==> config.mk <==
export PLATFORM = sky130hd
export DESIGN_NAME = websocket_frame_parser
export DESIGN_NICKNAME = d
export VERILOG_FILES = /design/src/wsfp_pkg.sv /design/src/wsfp_front.sv /design/src/wsfp_queue.sv /design/src/wsfp_back.sv /design/src/websocket_frame_parser.sv
export SDC_FILE = /design/constraint.sdc
export NUM_CORES = 1
export LEC_CHECK = 0
export ABC_AREA = 1
export BUFFER_PORTS_ARGS = -buffer_cell sky130_fd_sc_hd__buf_4
export CAP_MARGIN = 20
export CORE_MARGIN = 5
export CORE_UTILIZATION = 50
export DETAILED_ROUTE_END_ITERATION = 8
export GPL_TIMING_DRIVEN = 0
export PLACE_DENSITY_LB_ADDON = 0.05
export SLEW_MARGIN = 20
export SYNTH_ARGS = -nofsm -noshare
export SYNTH_HDL_FRONTEND = slang
export SYNTH_HIERARCHICAL = 1
export SYNTH_SLANG_ARGS = --single-unit
export TNS_END_PERCENT = 20
==> constraint.sdc <==
create_clock -name clk -period 6.2 [get_ports clk]
set_clock_uncertainty 0.1 [all_clocks]
set_input_delay 0.62 -clock clk [delete_from_list [all_inputs] [get_ports clk]]
set_output_delay 0.62 -clock clk [all_outputs]
set_load 0.005 [all_outputs]
==> src/wsfp_pkg.sv <==
// Package for the websocket frame parser: opcodes, result codes, queue item type.
`default_nettype none
package wsfp_pkg;

    localparam int DATA_W    = 8;
    localparam int OPC_W     = 4;
    localparam int ACT_W     = 3;
    localparam int CODE_W    = 16;
    localparam int LEN_W     = 32;
    localparam int MAXLEN_W  = 16;
    localparam int Q_DEPTH   = 4;
    localparam int Q_PTR_W   = $clog2(Q_DEPTH);
    localparam int Q_CNT_W   = $clog2(Q_DEPTH + 1);

    localparam logic [MAXLEN_W-1:0] MAXLEN_RESET = 16'd1024;

    localparam logic [6:0] LEN7_EXT16 = 7'd126;
    localparam logic [6:0] LEN7_EXT64 = 7'd127;

    localparam logic [OPC_W-1:0] OP_CONT  = 4'd0;
    localparam logic [OPC_W-1:0] OP_TEXT  = 4'd1;
    localparam logic [OPC_W-1:0] OP_BIN   = 4'd2;
    localparam logic [OPC_W-1:0] OP_CLOSE = 4'd8;
    localparam logic [OPC_W-1:0] OP_PING  = 4'd9;
    localparam logic [OPC_W-1:0] OP_PONG  = 4'd10;

    localparam logic [ACT_W-1:0] ACT_DELIVER    = 3'd0;
    localparam logic [ACT_W-1:0] ACT_PONG       = 3'd1;
    localparam logic [ACT_W-1:0] ACT_PEER_CLOSE = 3'd2;
    localparam logic [ACT_W-1:0] ACT_DISCONNECT = 3'd3;
    localparam logic [ACT_W-1:0] ACT_TOO_LONG   = 3'd4;

    localparam logic [CODE_W-1:0] CODE_NONE        = 16'd0;
    localparam logic [CODE_W-1:0] CODE_UNSUPPORTED = 16'd1003;
    localparam logic [CODE_W-1:0] CODE_PROTOCOL    = 16'd1002;

    typedef struct packed {
        logic [OPC_W-1:0]  opcode;
        logic [DATA_W-1:0] data;
        logic              has_data;
        logic              last;
        logic              oversize;
    } qitem_t;

    // payload bytes of these kinds produce results before the last byte
    function automatic logic streams_data(input logic [OPC_W-1:0] op);
        return (op == OP_TEXT) || (op == OP_BIN) || (op == OP_PING);
    endfunction

    function automatic logic ends_session(input logic [OPC_W-1:0] op);
        return !((op == OP_TEXT) || (op == OP_BIN) || (op == OP_PING) || (op == OP_PONG));
    endfunction

endpackage
`default_nettype wire

==> src/wsfp_front.sv <==
// Front end: frame header parser, unmasking and result classification.
`default_nettype none
module wsfp_front (
    input  wire logic                           clk,
    input  wire logic                           rst_n,
    input  wire logic                           cfg_wr_en,
    input  wire logic [wsfp_pkg::MAXLEN_W-1:0]  cfg_wr_data,
    input  wire logic                           accept,
    input  wire logic [wsfp_pkg::DATA_W-1:0]    rx_byte,
    output logic                                push,
    output wsfp_pkg::qitem_t                    push_item
);
    import wsfp_pkg::*;

    typedef enum logic [2:0] {
        PH_HDR0,
        PH_HDR1,
        PH_EXT,
        PH_MASK,
        PH_DATA
    } phase_t;

    phase_t              phase_reg, phase_next;
    logic [OPC_W-1:0]    kind_reg, kind_next;
    logic                masked_reg, masked_next;
    logic [LEN_W-1:0]    len_reg, len_next;
    logic [3:0]          hbl_reg, hbl_next;
    logic                upper_reg, upper_next;
    logic [31:0]         key_reg, key_next;
    logic [1:0]          pos_reg, pos_next;
    logic                ended_reg, ended_next;
    logic [MAXLEN_W-1:0] maxlen_reg;

    logic             lk_go, lk_masked;
    logic [LEN_W-1:0] lk_len;
    logic             sp_go;
    logic [LEN_W-1:0] sp_len;
    logic             fe_go, fe_has;
    logic [DATA_W-1:0] fe_data, kb, d;

    always_comb
    begin
        phase_next  = phase_reg;
        kind_next   = kind_reg;
        masked_next = masked_reg;
        len_next    = len_reg;
        hbl_next    = hbl_reg;
        upper_next  = upper_reg;
        key_next    = key_reg;
        pos_next    = pos_reg;
        ended_next  = ended_reg;
        lk_go       = 1'b0;
        lk_masked   = masked_reg;
        lk_len      = len_reg;
        sp_go       = 1'b0;
        sp_len      = len_reg;
        fe_go       = 1'b0;
        fe_has      = 1'b0;
        fe_data     = '0;
        push        = 1'b0;
        push_item.opcode   = kind_reg;
        push_item.data     = '0;
        push_item.has_data = 1'b0;
        push_item.last     = 1'b0;
        push_item.oversize = 1'b0;

        case (pos_reg)
            2'd0:    kb = key_reg[31:24];
            2'd1:    kb = key_reg[23:16];
            2'd2:    kb = key_reg[15:8];
            default: kb = key_reg[7:0];
        endcase
        d = masked_reg ? (rx_byte ^ kb) : rx_byte;

        if (accept && !ended_reg)
        begin
            case (phase_reg)
                PH_HDR0:
                begin
                    kind_next  = rx_byte[3:0];
                    phase_next = PH_HDR1;
                end
                PH_HDR1:
                begin
                    masked_next = rx_byte[7];
                    upper_next  = 1'b0;
                    len_next    = '0;
                    if (rx_byte[6:0] == LEN7_EXT16)
                    begin
                        hbl_next   = 4'd2;
                        phase_next = PH_EXT;
                    end
                    else if (rx_byte[6:0] == LEN7_EXT64)
                    begin
                        hbl_next   = 4'd8;
                        phase_next = PH_EXT;
                    end
                    else
                    begin
                        lk_go     = 1'b1;
                        lk_masked = rx_byte[7];
                        lk_len    = {{(LEN_W-7){1'b0}}, rx_byte[6:0]};
                    end
                end
                PH_EXT:
                begin
                    if (hbl_reg > 4'd4)
                    begin
                        if (rx_byte != '0)
                            upper_next = 1'b1;
                    end
                    else
                        len_next = {len_reg[LEN_W-9:0], rx_byte};
                    hbl_next = hbl_reg - 4'd1;
                    if (hbl_next == 4'd0)
                    begin
                        lk_go  = 1'b1;
                        lk_len = upper_next ? {LEN_W{1'b1}} : len_next;
                    end
                end
                PH_MASK:
                begin
                    key_next = {key_reg[23:0], rx_byte};
                    hbl_next = hbl_reg - 4'd1;
                    if (hbl_next == 4'd0)
                        sp_go = 1'b1;
                end
                PH_DATA:
                begin
                    pos_next = pos_reg + 2'd1;
                    len_next = len_reg - {{(LEN_W-1){1'b0}}, 1'b1};
                    if (len_next == '0)
                    begin
                        phase_next = PH_HDR0;
                        fe_go      = 1'b1;
                        fe_has     = 1'b1;
                        fe_data    = d;
                    end
                    else if (streams_data(kind_reg))
                    begin
                        push               = 1'b1;
                        push_item.data     = d;
                        push_item.has_data = 1'b1;
                    end
                end
                default:
                    phase_next = PH_HDR0;
            endcase
        end

        if (lk_go)
        begin
            len_next = lk_len;
            if (lk_len > {{(LEN_W-MAXLEN_W){1'b0}}, maxlen_reg})
            begin
                ended_next         = 1'b1;
                push               = 1'b1;
                push_item.last     = 1'b1;
                push_item.oversize = 1'b1;
            end
            else if (lk_masked)
            begin
                phase_next = PH_MASK;
                hbl_next   = 4'd4;
                key_next   = '0;
            end
            else
            begin
                sp_go  = 1'b1;
                sp_len = lk_len;
            end
        end

        if (sp_go)
        begin
            pos_next = 2'd0;
            if (sp_len == '0)
            begin
                phase_next = PH_HDR0;
                fe_go      = 1'b1;
            end
            else
                phase_next = PH_DATA;
        end

        if (fe_go)
        begin
            if (kind_reg != OP_PONG)
            begin
                push               = 1'b1;
                push_item.last     = 1'b1;
                push_item.has_data = fe_has && !ends_session(kind_reg);
                push_item.data     = fe_data;
            end
            if (ends_session(kind_reg))
                ended_next = 1'b1;
        end
    end

    always_ff @(posedge clk or negedge rst_n)
    begin
        if (!rst_n)
        begin
            phase_reg  <= PH_HDR0;
            kind_reg   <= '0;
            masked_reg <= 1'b0;
            len_reg    <= '0;
            hbl_reg    <= '0;
            upper_reg  <= 1'b0;
            key_reg    <= '0;
            pos_reg    <= '0;
            ended_reg  <= 1'b0;
            maxlen_reg <= MAXLEN_RESET;
        end
        else
        begin
            phase_reg  <= phase_next;
            kind_reg   <= kind_next;
            masked_reg <= masked_next;
            len_reg    <= len_next;
            hbl_reg    <= hbl_next;
            upper_reg  <= upper_next;
            key_reg    <= key_next;
            pos_reg    <= pos_next;
            ended_reg  <= ended_next;
            if (cfg_wr_en)
                maxlen_reg <= cfg_wr_data;
        end
    end

endmodule
`default_nettype wire

==> src/wsfp_queue.sv <==
// Short FIFO of classified items between the parser and the output stage.
`default_nettype none
module wsfp_queue (
    input  wire logic              clk,
    input  wire logic              rst_n,
    input  wire logic              push,
    input  wire wsfp_pkg::qitem_t  push_item,
    input  wire logic              pop,
    output wsfp_pkg::qitem_t       pop_item,
    output logic                   full,
    output logic                   empty
);
    import wsfp_pkg::*;

    qitem_t               entry_reg [Q_DEPTH];
    logic [Q_PTR_W-1:0]   wr_ptr_reg, rd_ptr_reg;
    logic [Q_CNT_W-1:0]   count_reg, count_next;
    logic                 do_push, do_pop;

    assign full     = (count_reg == Q_CNT_W'(Q_DEPTH));
    assign empty    = (count_reg == '0);
    assign do_push  = push && !full;
    assign do_pop   = pop && !empty;
    assign pop_item = entry_reg[rd_ptr_reg];

    always_comb
    begin
        count_next = count_reg;
        if (do_push && !do_pop)
            count_next = count_reg + 1'b1;
        else if (do_pop && !do_push)
            count_next = count_reg - 1'b1;
    end

    always_ff @(posedge clk or negedge rst_n)
    begin
        if (!rst_n)
        begin
            wr_ptr_reg <= '0;
            rd_ptr_reg <= '0;
            count_reg  <= '0;
        end
        else
        begin
            count_reg <= count_next;
            if (do_push)
                wr_ptr_reg <= wr_ptr_reg + 1'b1;
            if (do_pop)
                rd_ptr_reg <= rd_ptr_reg + 1'b1;
        end
    end

    always_ff @(posedge clk)
    begin
        if (do_push)
            entry_reg[wr_ptr_reg] <= push_item;
    end

endmodule
`default_nettype wire

==> src/wsfp_back.sv <==
// Back end: maps classified items to actions and close codes, output register.
`default_nettype none
module wsfp_back (
    input  wire logic                           clk,
    input  wire logic                           rst_n,
    input  wire logic                           q_empty,
    input  wire wsfp_pkg::qitem_t               q_item,
    output logic                                q_pop,
    output logic                                m_tvalid,
    input  wire logic                           m_tready,
    output logic [wsfp_pkg::ACT_W-1:0]          action,
    output logic [wsfp_pkg::OPC_W-1:0]          frame_opcode,
    output logic [wsfp_pkg::DATA_W-1:0]         data_byte,
    output logic                                has_data,
    output logic                                last,
    output logic [wsfp_pkg::CODE_W-1:0]         close_code
);
    import wsfp_pkg::*;

    logic              valid_reg;
    logic [ACT_W-1:0]  act_next;
    logic [CODE_W-1:0] code_next;

    assign q_pop    = !q_empty && (!valid_reg || m_tready);
    assign m_tvalid = valid_reg;

    always_comb
    begin
        code_next = CODE_NONE;
        if (q_item.oversize)
            act_next = ACT_TOO_LONG;
        else
        begin
            case (q_item.opcode)
                OP_TEXT, OP_BIN: act_next = ACT_DELIVER;
                OP_PING:         act_next = ACT_PONG;
                OP_CLOSE:        act_next = ACT_PEER_CLOSE;
                OP_CONT:
                begin
                    act_next  = ACT_DISCONNECT;
                    code_next = CODE_UNSUPPORTED;
                end
                default:
                begin
                    act_next  = ACT_DISCONNECT;
                    code_next = CODE_PROTOCOL;
                end
            endcase
        end
    end

    always_ff @(posedge clk or negedge rst_n)
    begin
        if (!rst_n)
            valid_reg <= 1'b0;
        else if (q_pop)
            valid_reg <= 1'b1;
        else if (m_tready)
            valid_reg <= 1'b0;
    end

    always_ff @(posedge clk)
    begin
        if (q_pop)
        begin
            action       <= act_next;
            frame_opcode <= q_item.opcode;
            data_byte    <= q_item.has_data ? q_item.data : '0;
            has_data     <= q_item.has_data;
            last         <= q_item.last;
            close_code   <= code_next;
        end
    end

endmodule
`default_nettype wire

==> src/websocket_frame_parser.sv <==
// Top level of the websocket receive frame parser.
// Throughput: one received byte per cycle; s_tready drops only when the 4-entry
// result queue is full. The queue is written at the accepting edge; an item moves on to
// the output register, raising m_tvalid, once that register is empty or being taken.
// Reset (rst_n, asynchronous): parser to first header byte, queue and output
// emptied, max_payload_len back to 1024; an ended session clears only on reset.
`default_nettype none
module websocket_frame_parser (
    input  wire logic        clk,
    input  wire logic        rst_n,
    input  wire logic        cfg_wr_en,
    input  wire logic [15:0] cfg_wr_data,   // max_payload_len
    input  wire logic        s_tvalid,
    output logic             s_tready,
    input  wire logic [7:0]  s_tdata,       // [7:0] rx_byte
    output logic             m_tvalid,
    input  wire logic        m_tready,
    output logic [31:0]      m_tdata,       // [3:0] frame_opcode, [11:4] data_byte,
                                            // [27:12] close_code, [31:28] zero
    output logic [3:0]       m_tuser,       // [2:0] action, [3] has_data
    output logic             m_tlast        // last
);
    import wsfp_pkg::*;

    qitem_t            push_item, pop_item;
    logic              push, pop, q_full, q_empty;
    logic              accept;
    logic [ACT_W-1:0]  action;
    logic [OPC_W-1:0]  frame_opcode;
    logic [DATA_W-1:0] data_byte;
    logic              has_data;
    logic [CODE_W-1:0] close_code;

    assign s_tready = !q_full;
    assign accept   = s_tvalid && s_tready;

    wsfp_front u_front (
        .clk         (clk),
        .rst_n       (rst_n),
        .cfg_wr_en   (cfg_wr_en),
        .cfg_wr_data (cfg_wr_data),
        .accept      (accept),
        .rx_byte     (s_tdata),
        .push        (push),
        .push_item   (push_item)
    );

    wsfp_queue u_queue (
        .clk       (clk),
        .rst_n     (rst_n),
        .push      (push),
        .push_item (push_item),
        .pop       (pop),
        .pop_item  (pop_item),
        .full      (q_full),
        .empty     (q_empty)
    );

    wsfp_back u_back (
        .clk          (clk),
        .rst_n        (rst_n),
        .q_empty      (q_empty),
        .q_item       (pop_item),
        .q_pop        (pop),
        .m_tvalid     (m_tvalid),
        .m_tready     (m_tready),
        .action       (action),
        .frame_opcode (frame_opcode),
        .data_byte    (data_byte),
        .has_data     (has_data),
        .last         (m_tlast),
        .close_code   (close_code)
    );

    assign m_tdata = {4'b0000, close_code, data_byte, frame_opcode};
    assign m_tuser = {has_data, action};

endmodule
`default_nettype wire

==> impl_metrics.env, run 1 <==
export IMPL_status="finished, final reports clean"
export IMPL_ys_types=51
export IMPL_ir_drop_uv=208
export IMPL_numPortBuffers=53
export IMPL_initial_core_util_pct=51.0
export IMPL_period_share_pct=93.3
export IMPL_dp_hpwl_um=26200
export IMPL_viasPerCell=5.70
export IMPL_crit_path_max_incr_delay_ns=0.75
export IMPL_drt_total_wl_um=36400
export IMPL_relSlewSlack_pct=33.1
export IMPL_ioPinCount=68
export IMPL_critPathSlowestCell="nor2_2"
export IMPL_area_growth_pct=13.2
export IMPL_clkTransAtPathRegs_ns=0.09
export IMPL_clock_sinks=183
export IMPL_die_area_sq_um=26300
export IMPL_netlist_area_sq_um=11600
export IMPL_finalPower_mw=5.36
export IMPL_clock_path_buffers=2
export IMPL_hp_class="in2async"
export IMPL_setup_worst_path_start_class="register"
export IMPL_clkLatencyLatePin_ns=0.45
export IMPL_num_fill_cells=2119
export IMPL_grt_overflow=0
export IMPL_vias=10547
export IMPL_setup_viol=0
export IMPL_cp_end_kind="register"
export IMPL_diodes=0
export IMPL_tightest_slew_ns=0.997
export IMPL_required_ns=6.17
export IMPL_r2r_cells=29
export IMPL_drtIter0Drc=1071
export IMPL_cellLeakagePower_nw=6.12
export IMPL_post_cts_setup_buffers=0
export IMPL_yosysSeqAreaShare_pct=43.0
export IMPL_design_core_area_sq_um=22700
export IMPL_fin_nets=1610
export IMPL_path_class="reg2reg"
export IMPL_synth_edf_count=79
export IMPL_min_period_ns=5.79
export IMPL_power_density_nw_per_um2=409
export IMPL_cts_root_buf="clkbuf_16"
export IMPL_hold_buffers=0
export IMPL_fin_ws_ns=0.414
export IMPL_grt_pass1_vias=10137
export IMPL_synth_top_cell_by_area="dfrtp_1"
export IMPL_hold_viol=0
export IMPL_grt_pass1_wl_um=57600
export IMPL_place_congestion=0.962
export IMPL_cts_resized=0
export IMPL_synth_warnings=6
export IMPL_syn_area_per_cell_sq_um=7.90
export IMPL_path_common_cell="nand2_1"
export IMPL_grt_start_max_net_pins=54
export IMPL_die_y_um=162
export IMPL_htreeDepth=4
export IMPL_whs_ns=0.0269
export IMPL_fmaxAchievable_ghz=0.173
export IMPL_fp_dieW_um=162
export IMPL_ys_async_sr_fraction_pct=56.8
export IMPL_rsz0062_at_grt="no"
export IMPL_ant_nets=0
export IMPL_antenna_found_initial=0
export IMPL_synth_top_area_share_pct=22.3
export IMPL_synth_seq_cells=183
export IMPL_drcViolationCount=0
export IMPL_critPathArrivalTime_ns=5.75
export IMPL_drv_cap=0
export IMPL_cp_max_fo=19
export IMPL_cts_tree="done"
export IMPL_drv_slew=0
export IMPL_synthCells=1466
export IMPL_drive_gt1_share_pct=14.1
export IMPL_setup_tns_ns=0
export IMPL_row_count=55
export IMPL_yosys_top_cells_area="dfrtp_1 (22%), edfxtp_1 (20%), nand2_1 (11%), inv_1 (6.3%), o211ai_1 (4.2%)"
export IMPL_largest_reg_flops=60
export IMPL_cts_buffers=17
export IMPL_drt_pass1_iter_count=6
export IMPL_synth_flop_cell="dfrtp_1"
export IMPL_routedWlPerCell_um=19.7
export IMPL_pre_cts_slack_ns=0.133
export IMPL_grt_total_usage_pct=28.1
-- where the power goes --
part / internal, mW / switching [mW] / leakage [nW]
Combinational: 0.842 / 1.52 / 3.84
Clock: 0.564 / 0.599 / 0.303
Sequential: 1.58 / 0.251 / 1.98
Total: 2.99 / 2.37 / 6.12
-- area by class of cell --
cell class / instances / area (sq um) / share of cell area [%]
clock buffers: 17 / 425 / 3.25
clock inverters: 15 / 204 / 1.56
well taps: 285 / 357 / 2.72
inverters: 218 / 821 / 6.27
plain buffers: 85 / 514 / 3.93
repair buffers: 57 / 463 / 3.53
flip-flops and latches: 183 / 4980 / 38.0
multi-input cells: 989 / 5340 / 40.8
-- synth_stat cells, types with 18 or more instances --
| cell | instances |
|---|---|
| o211ai_1 | 65 |
| buf_2 | 18 |
| nor2_1 | 117 |
| edfxtp_1 | 79 |
| inv_2 | 23 |
| buf_4 | 20 |
| a21oi_1 | 46 |
| nand2_1 | 340 |
| nand4_1 | 18 |
| clkbuf_1 | 32 |
| nand3_1 | 95 |
| o21ai_0 | 93 |
| o22ai_1 | 28 |
| xor2_1 | 34 |
| ha_1 | 29 |
| inv_1 | 193 |
| dfrtp_1 | 103 |
-- path summary, 6_finish.rpt --
path,start,to,slack [ns]
worst min register to register,u_queue/count_reg[2],u_queue/count_reg[2],0.40
worst max-delay path,u_front/hbl_reg[0],u_queue/entry_reg[3][2],0.41
worst min-delay path,rst_n,u_front/key_reg[22],0.03
worst max register to register,u_front/hbl_reg[0],u_queue/entry_reg[3][2],0.41
min in group clk,cfg_wr_data[13],u_front/maxlen_reg[13],0.28
max in group asynchronous,rst_n,u_front/maxlen_reg[10],5.25
-- cells by family (layout without fill, tap and decap cells) --
kind of cell	Yosys count	in the layout	synth area share (%)
other	2	12	0.0649
adders and majority gates	30	30	3.31
xor gates and xnor gates	35	35	2.65
DFF	183	183	43.0
buffers and inverters	304	392	11.5
muxes	1	1	0.0973
AOI/OAI and AO/OA	292	292	16.4
and+or+nand+nor	619	619	22.9
-- critical path: cells and delay by family (launching register included) --
kind            cells  cell delay (ns)
flops               1             0.43
fa+ha+maj           2             0.46
simple gates       16             2.58
buf+inv             6             0.93
compound gates      5             0.87
-- placed cells by master (no fill, tap or decap), types with 6 or more instances in the layout --
cell type and n:
nand2_1 338, inv_1 193, nor2_1 112, dfrtp_1 103, nand3_1 95, o21ai_0 91
edfxtp_1 79, buf_4 72, o211ai_1 65, a21oi_1 45, xor2_1 34, clkbuf_1 31
ha_1 29, o22ai_1 28, inv_2 23, nand4_1 18, clkbuf_16 17, o211ai_2 17
buf_6 16, buf_2 15, o221ai_1 15, nor3_1 13, conb_1 12, nor2_2 10
a31oi_1 9, nor2b_1 8, or2_2 6, a22oi_1 6
-- layer usage --
metal | routed length [um] | share of wire (%) | vias up | global-route usage (%)
met1 | 15300 | 42 | 4959 | 37.4
met5 | 0 | 0 | - | 0
met2 | 17100 | 47 | 470 | 46.1
met4 | 1190 | 3.3 | 0 | 10.3
li1 | - | - | 5023 | -
met3 | 2770 | 7.6 | 95 | 5.00
-- through the flow --
step	instances	utilization (%)	instance area, sq um
after floorplan	1476	-	11600
final	1849	57.7	13100
after CTS	1850	57.6	13100
after detailed placement	1818	54.8	12400
after global placement	1814	54.5	12400
after global routing	1849	57.7	13100
Note: power is estimated with default switching activity, not from simulation.
==> run 2, diff against run 1 <==
- GPL_ROUTABILITY_DRIVEN: unset -> 0
- SYNTH_HIERARCHICAL: 1 -> unset
==> impl_metrics.env, run 2 <==
export IMPL_grt_pass1_wl_um=51100
export IMPL_grt_pass1_vias=9604
export IMPL_clock_sinks=183
export IMPL_fmaxAchievable_ghz=0.188
export IMPL_ioPinCount=68
export IMPL_path_class="reg2reg"
export IMPL_largest_reg_flops=60
export IMPL_die_y_um=159
export IMPL_ys_types=51
export IMPL_cp_max_fo=10
export IMPL_synth_warnings=0
export IMPL_design_core_area_sq_um=21900
export IMPL_row_count=54
export IMPL_area_growth_pct=12.7
export IMPL_initial_core_util_pct=50.9
export IMPL_num_fill_cells=2035
export IMPL_final_cell_mix="nand2_1 (337), o21ai_0 (154), nor2_1 (144), inv_1 (123), dfrtp_1 (103)"
export IMPL_diodes=0
export IMPL_drt_total_wl_um=32200
export IMPL_clkTransAtPathRegs_ns=0.07
export IMPL_min_period_ns=5.33
export IMPL_ys_async_sr_fraction_pct=56.8
export IMPL_hold_viol=0
export IMPL_clock_path_buffers=2
export IMPL_drt_pass1_iter_count=5
export IMPL_antenna_found_initial=0
export IMPL_layout_commonest_cell="nand2_1"
export IMPL_cellLeakagePower_nw=5.29
export IMPL_critPathArrivalTime_ns=5.53
export IMPL_use_met1_pct=32.5
export IMPL_final_util_pct=57.4
export IMPL_tightest_slew_ns=0.875
export IMPL_period_share_pct=86.0
export IMPL_top_usage_layer="met2"
export IMPL_synth_flop_cell="dfrtp_1"
export IMPL_setup_tns_ns=0
export IMPL_power_density_nw_per_um2=250
export IMPL_ant_nets=0
export IMPL_synth_top_area_share_pct=23.1
export IMPL_required_ns=6.40
export IMPL_synth_edf_count=79
export IMPL_drv_cap=0
export IMPL_setup_worst_path_start_class="register"
export IMPL_relSlewSlack_pct=41.7
export IMPL_use_met3_pct=4.32
export IMPL_grt_total_usage_pct=24.8
export IMPL_finalPower_mw=3.14
export IMPL_drv_slew=0
export IMPL_synth_most_common_cell="nand2_1"
export IMPL_rsz0062_at_grt="no"
export IMPL_cts_tree="done"
export IMPL_syn_area_per_cell_sq_um=7.95
export IMPL_numPortBuffers=52
export IMPL_use_met2_pct=41.2
export IMPL_die_area_sq_um=25400
export IMPL_post_cts_setup_buffers=0
export IMPL_fin_nets=1546
export IMPL_grt_overflow=0
export IMPL_cp_end_kind="register"
export IMPL_setup_viol=0
export IMPL_vias=10117
export IMPL_layout_cells_non_filler=1780
export IMPL_drive_gt1_share_pct=12.1
export IMPL_final_area_sq_um=12600
export IMPL_yosys_top_cells_area="dfrtp_1 (23%), edfxtp_1 (21%), nand2_1 (11%), o21ai_0 (6.9%), nor2_1 (4.8%)"
export IMPL_htreeDepth=4
export IMPL_grt_start_max_net_pins=73
export IMPL_synth_top_cell_by_area="dfrtp_1"
export IMPL_cts_root_buf="clkbuf_16"
export IMPL_synthTopCellsByCount="nand2_1 (337), o21ai_0 (154), nor2_1 (144)"
export IMPL_viasPerCell=5.68
export IMPL_clkLatencyLatePin_ns=0.44
export IMPL_drcViolationCount=0
export IMPL_dp_cells=1747
export IMPL_status="finished, final reports clean"
export IMPL_place_area_sq_um=12000
export IMPL_yosysSeqAreaShare_pct=44.6
export IMPL_drtIter0Drc=975
export IMPL_path_common_cell="nand2_1"
export IMPL_critPathSlowestCell="dfrtp_1"
export IMPL_ir_drop_uv=171
export IMPL_fp_dieW_um=159
export IMPL_synth_seq_cells=183
export IMPL_synthCells=1403
export IMPL_hp_class="in2reg"
export IMPL_cts_buffers=17
export IMPL_dp_hpwl_um=23000
export IMPL_netlist_area_sq_um=11200
export IMPL_crit_path_max_incr_delay_ns=0.38
export IMPL_routedWlPerCell_um=18.1
-- run 2: final timing paths --
path / start / endpoint / slack [ns] / cells past startpoint
setup / recovery: u_front.hbl_reg[0] / u_queue.count_reg[2] / 0.87 / 34
setup reg to reg: u_front.hbl_reg[0] / u_queue.count_reg[2] / 0.87 / 34
min in group asynchronous: rst_n / u_front.key_reg[26] / 0.53 / 2
hold reg to reg: u_front.ended_reg / u_front.ended_reg / 0.37 / 2
hold / removal: m_tready / u_back.m_tvalid / 0.29 / 2
max in group asynchronous: rst_n / u_front.maxlen_reg[2] / 4.76 / 3
-- run 2: through the flow --
stage	hold WS, ns	worst slack, ns
final	0.287	0.869
after global routing	0.291	0.383
after CTS	0.275	0.937
after detailed placement	0.368	0.951
after global placement	0.348	1.04
after floorplan	0.224	1.84
-- run 2: area by class of cell --
cell class | instances | area (sq um) | area share [%]
well taps | 280 | 350 | 2.79
plain buffers | 87 | 478 | 3.80
multi-input cells | 1009 | 5240 | 41.7
repair buffers | 54 | 432 | 3.43
clock inverters | 14 | 153 | 1.21
inverters | 135 | 508 | 4.04
flip-flops and latches | 183 | 4980 | 39.6
clock buffers | 18 | 429 | 3.41
-- run 2: logic make-up (layout without fill, tap and decap cells) --
logic type | Yosys count | count (layout) | synth area share, %
muxes | 2 | 2 | 0.202
buffers and inverters | 222 | 308 | 8.84
AOI/OAI and AO/OA | 331 | 331 | 16.9
xor gates and xnor gates | 39 | 39 | 3.06
and+or+nand+nor | 595 | 595 | 22.9
adders and majority gates | 30 | 30 | 3.43
other | 1 | 12 | 0.0336
DFF | 183 | 183 | 44.6
-- run 2: power by group --
part | total, mW | internal [mW] | switching, mW
registers | 1.43 | 1.39 | 0.0448
clock network | 1.08 | 0.539 | 0.537
logic | 0.631 | 0.268 | 0.363
total | 3.14 | 2.20 | 0.945
-- run 2: per-layer routing --
| metal | share of wire [%] | vias to the layer above |
|---|---|---|
| met5 | 0 | - |
| met4 | 2.9 | 0 |
| met3 | 6.5 | 75 |
| met2 | 48 | 392 |
| met1 | 42 | 4797 |
| li1 | - | 4853 |
-- run 2: worst max-delay path, delay by kind of cell, from the launching register on --
kind / cells / cell delay, ns
AOI/OAI and AO/OA: 5 / 0.83
xor gates and xnor gates: 1 / 0.17
adders and majority gates: 4 / 1.04
DFF: 1 / 0.38
buffers and inverters: 7 / 0.87
and+or+nand+nor: 17 / 1.77
-- run 2: timing repair --
action,in CTS,in global routing
gates resized for setup,0,0
endpoints found under the hold margin,31,0
hold buffers,1,0
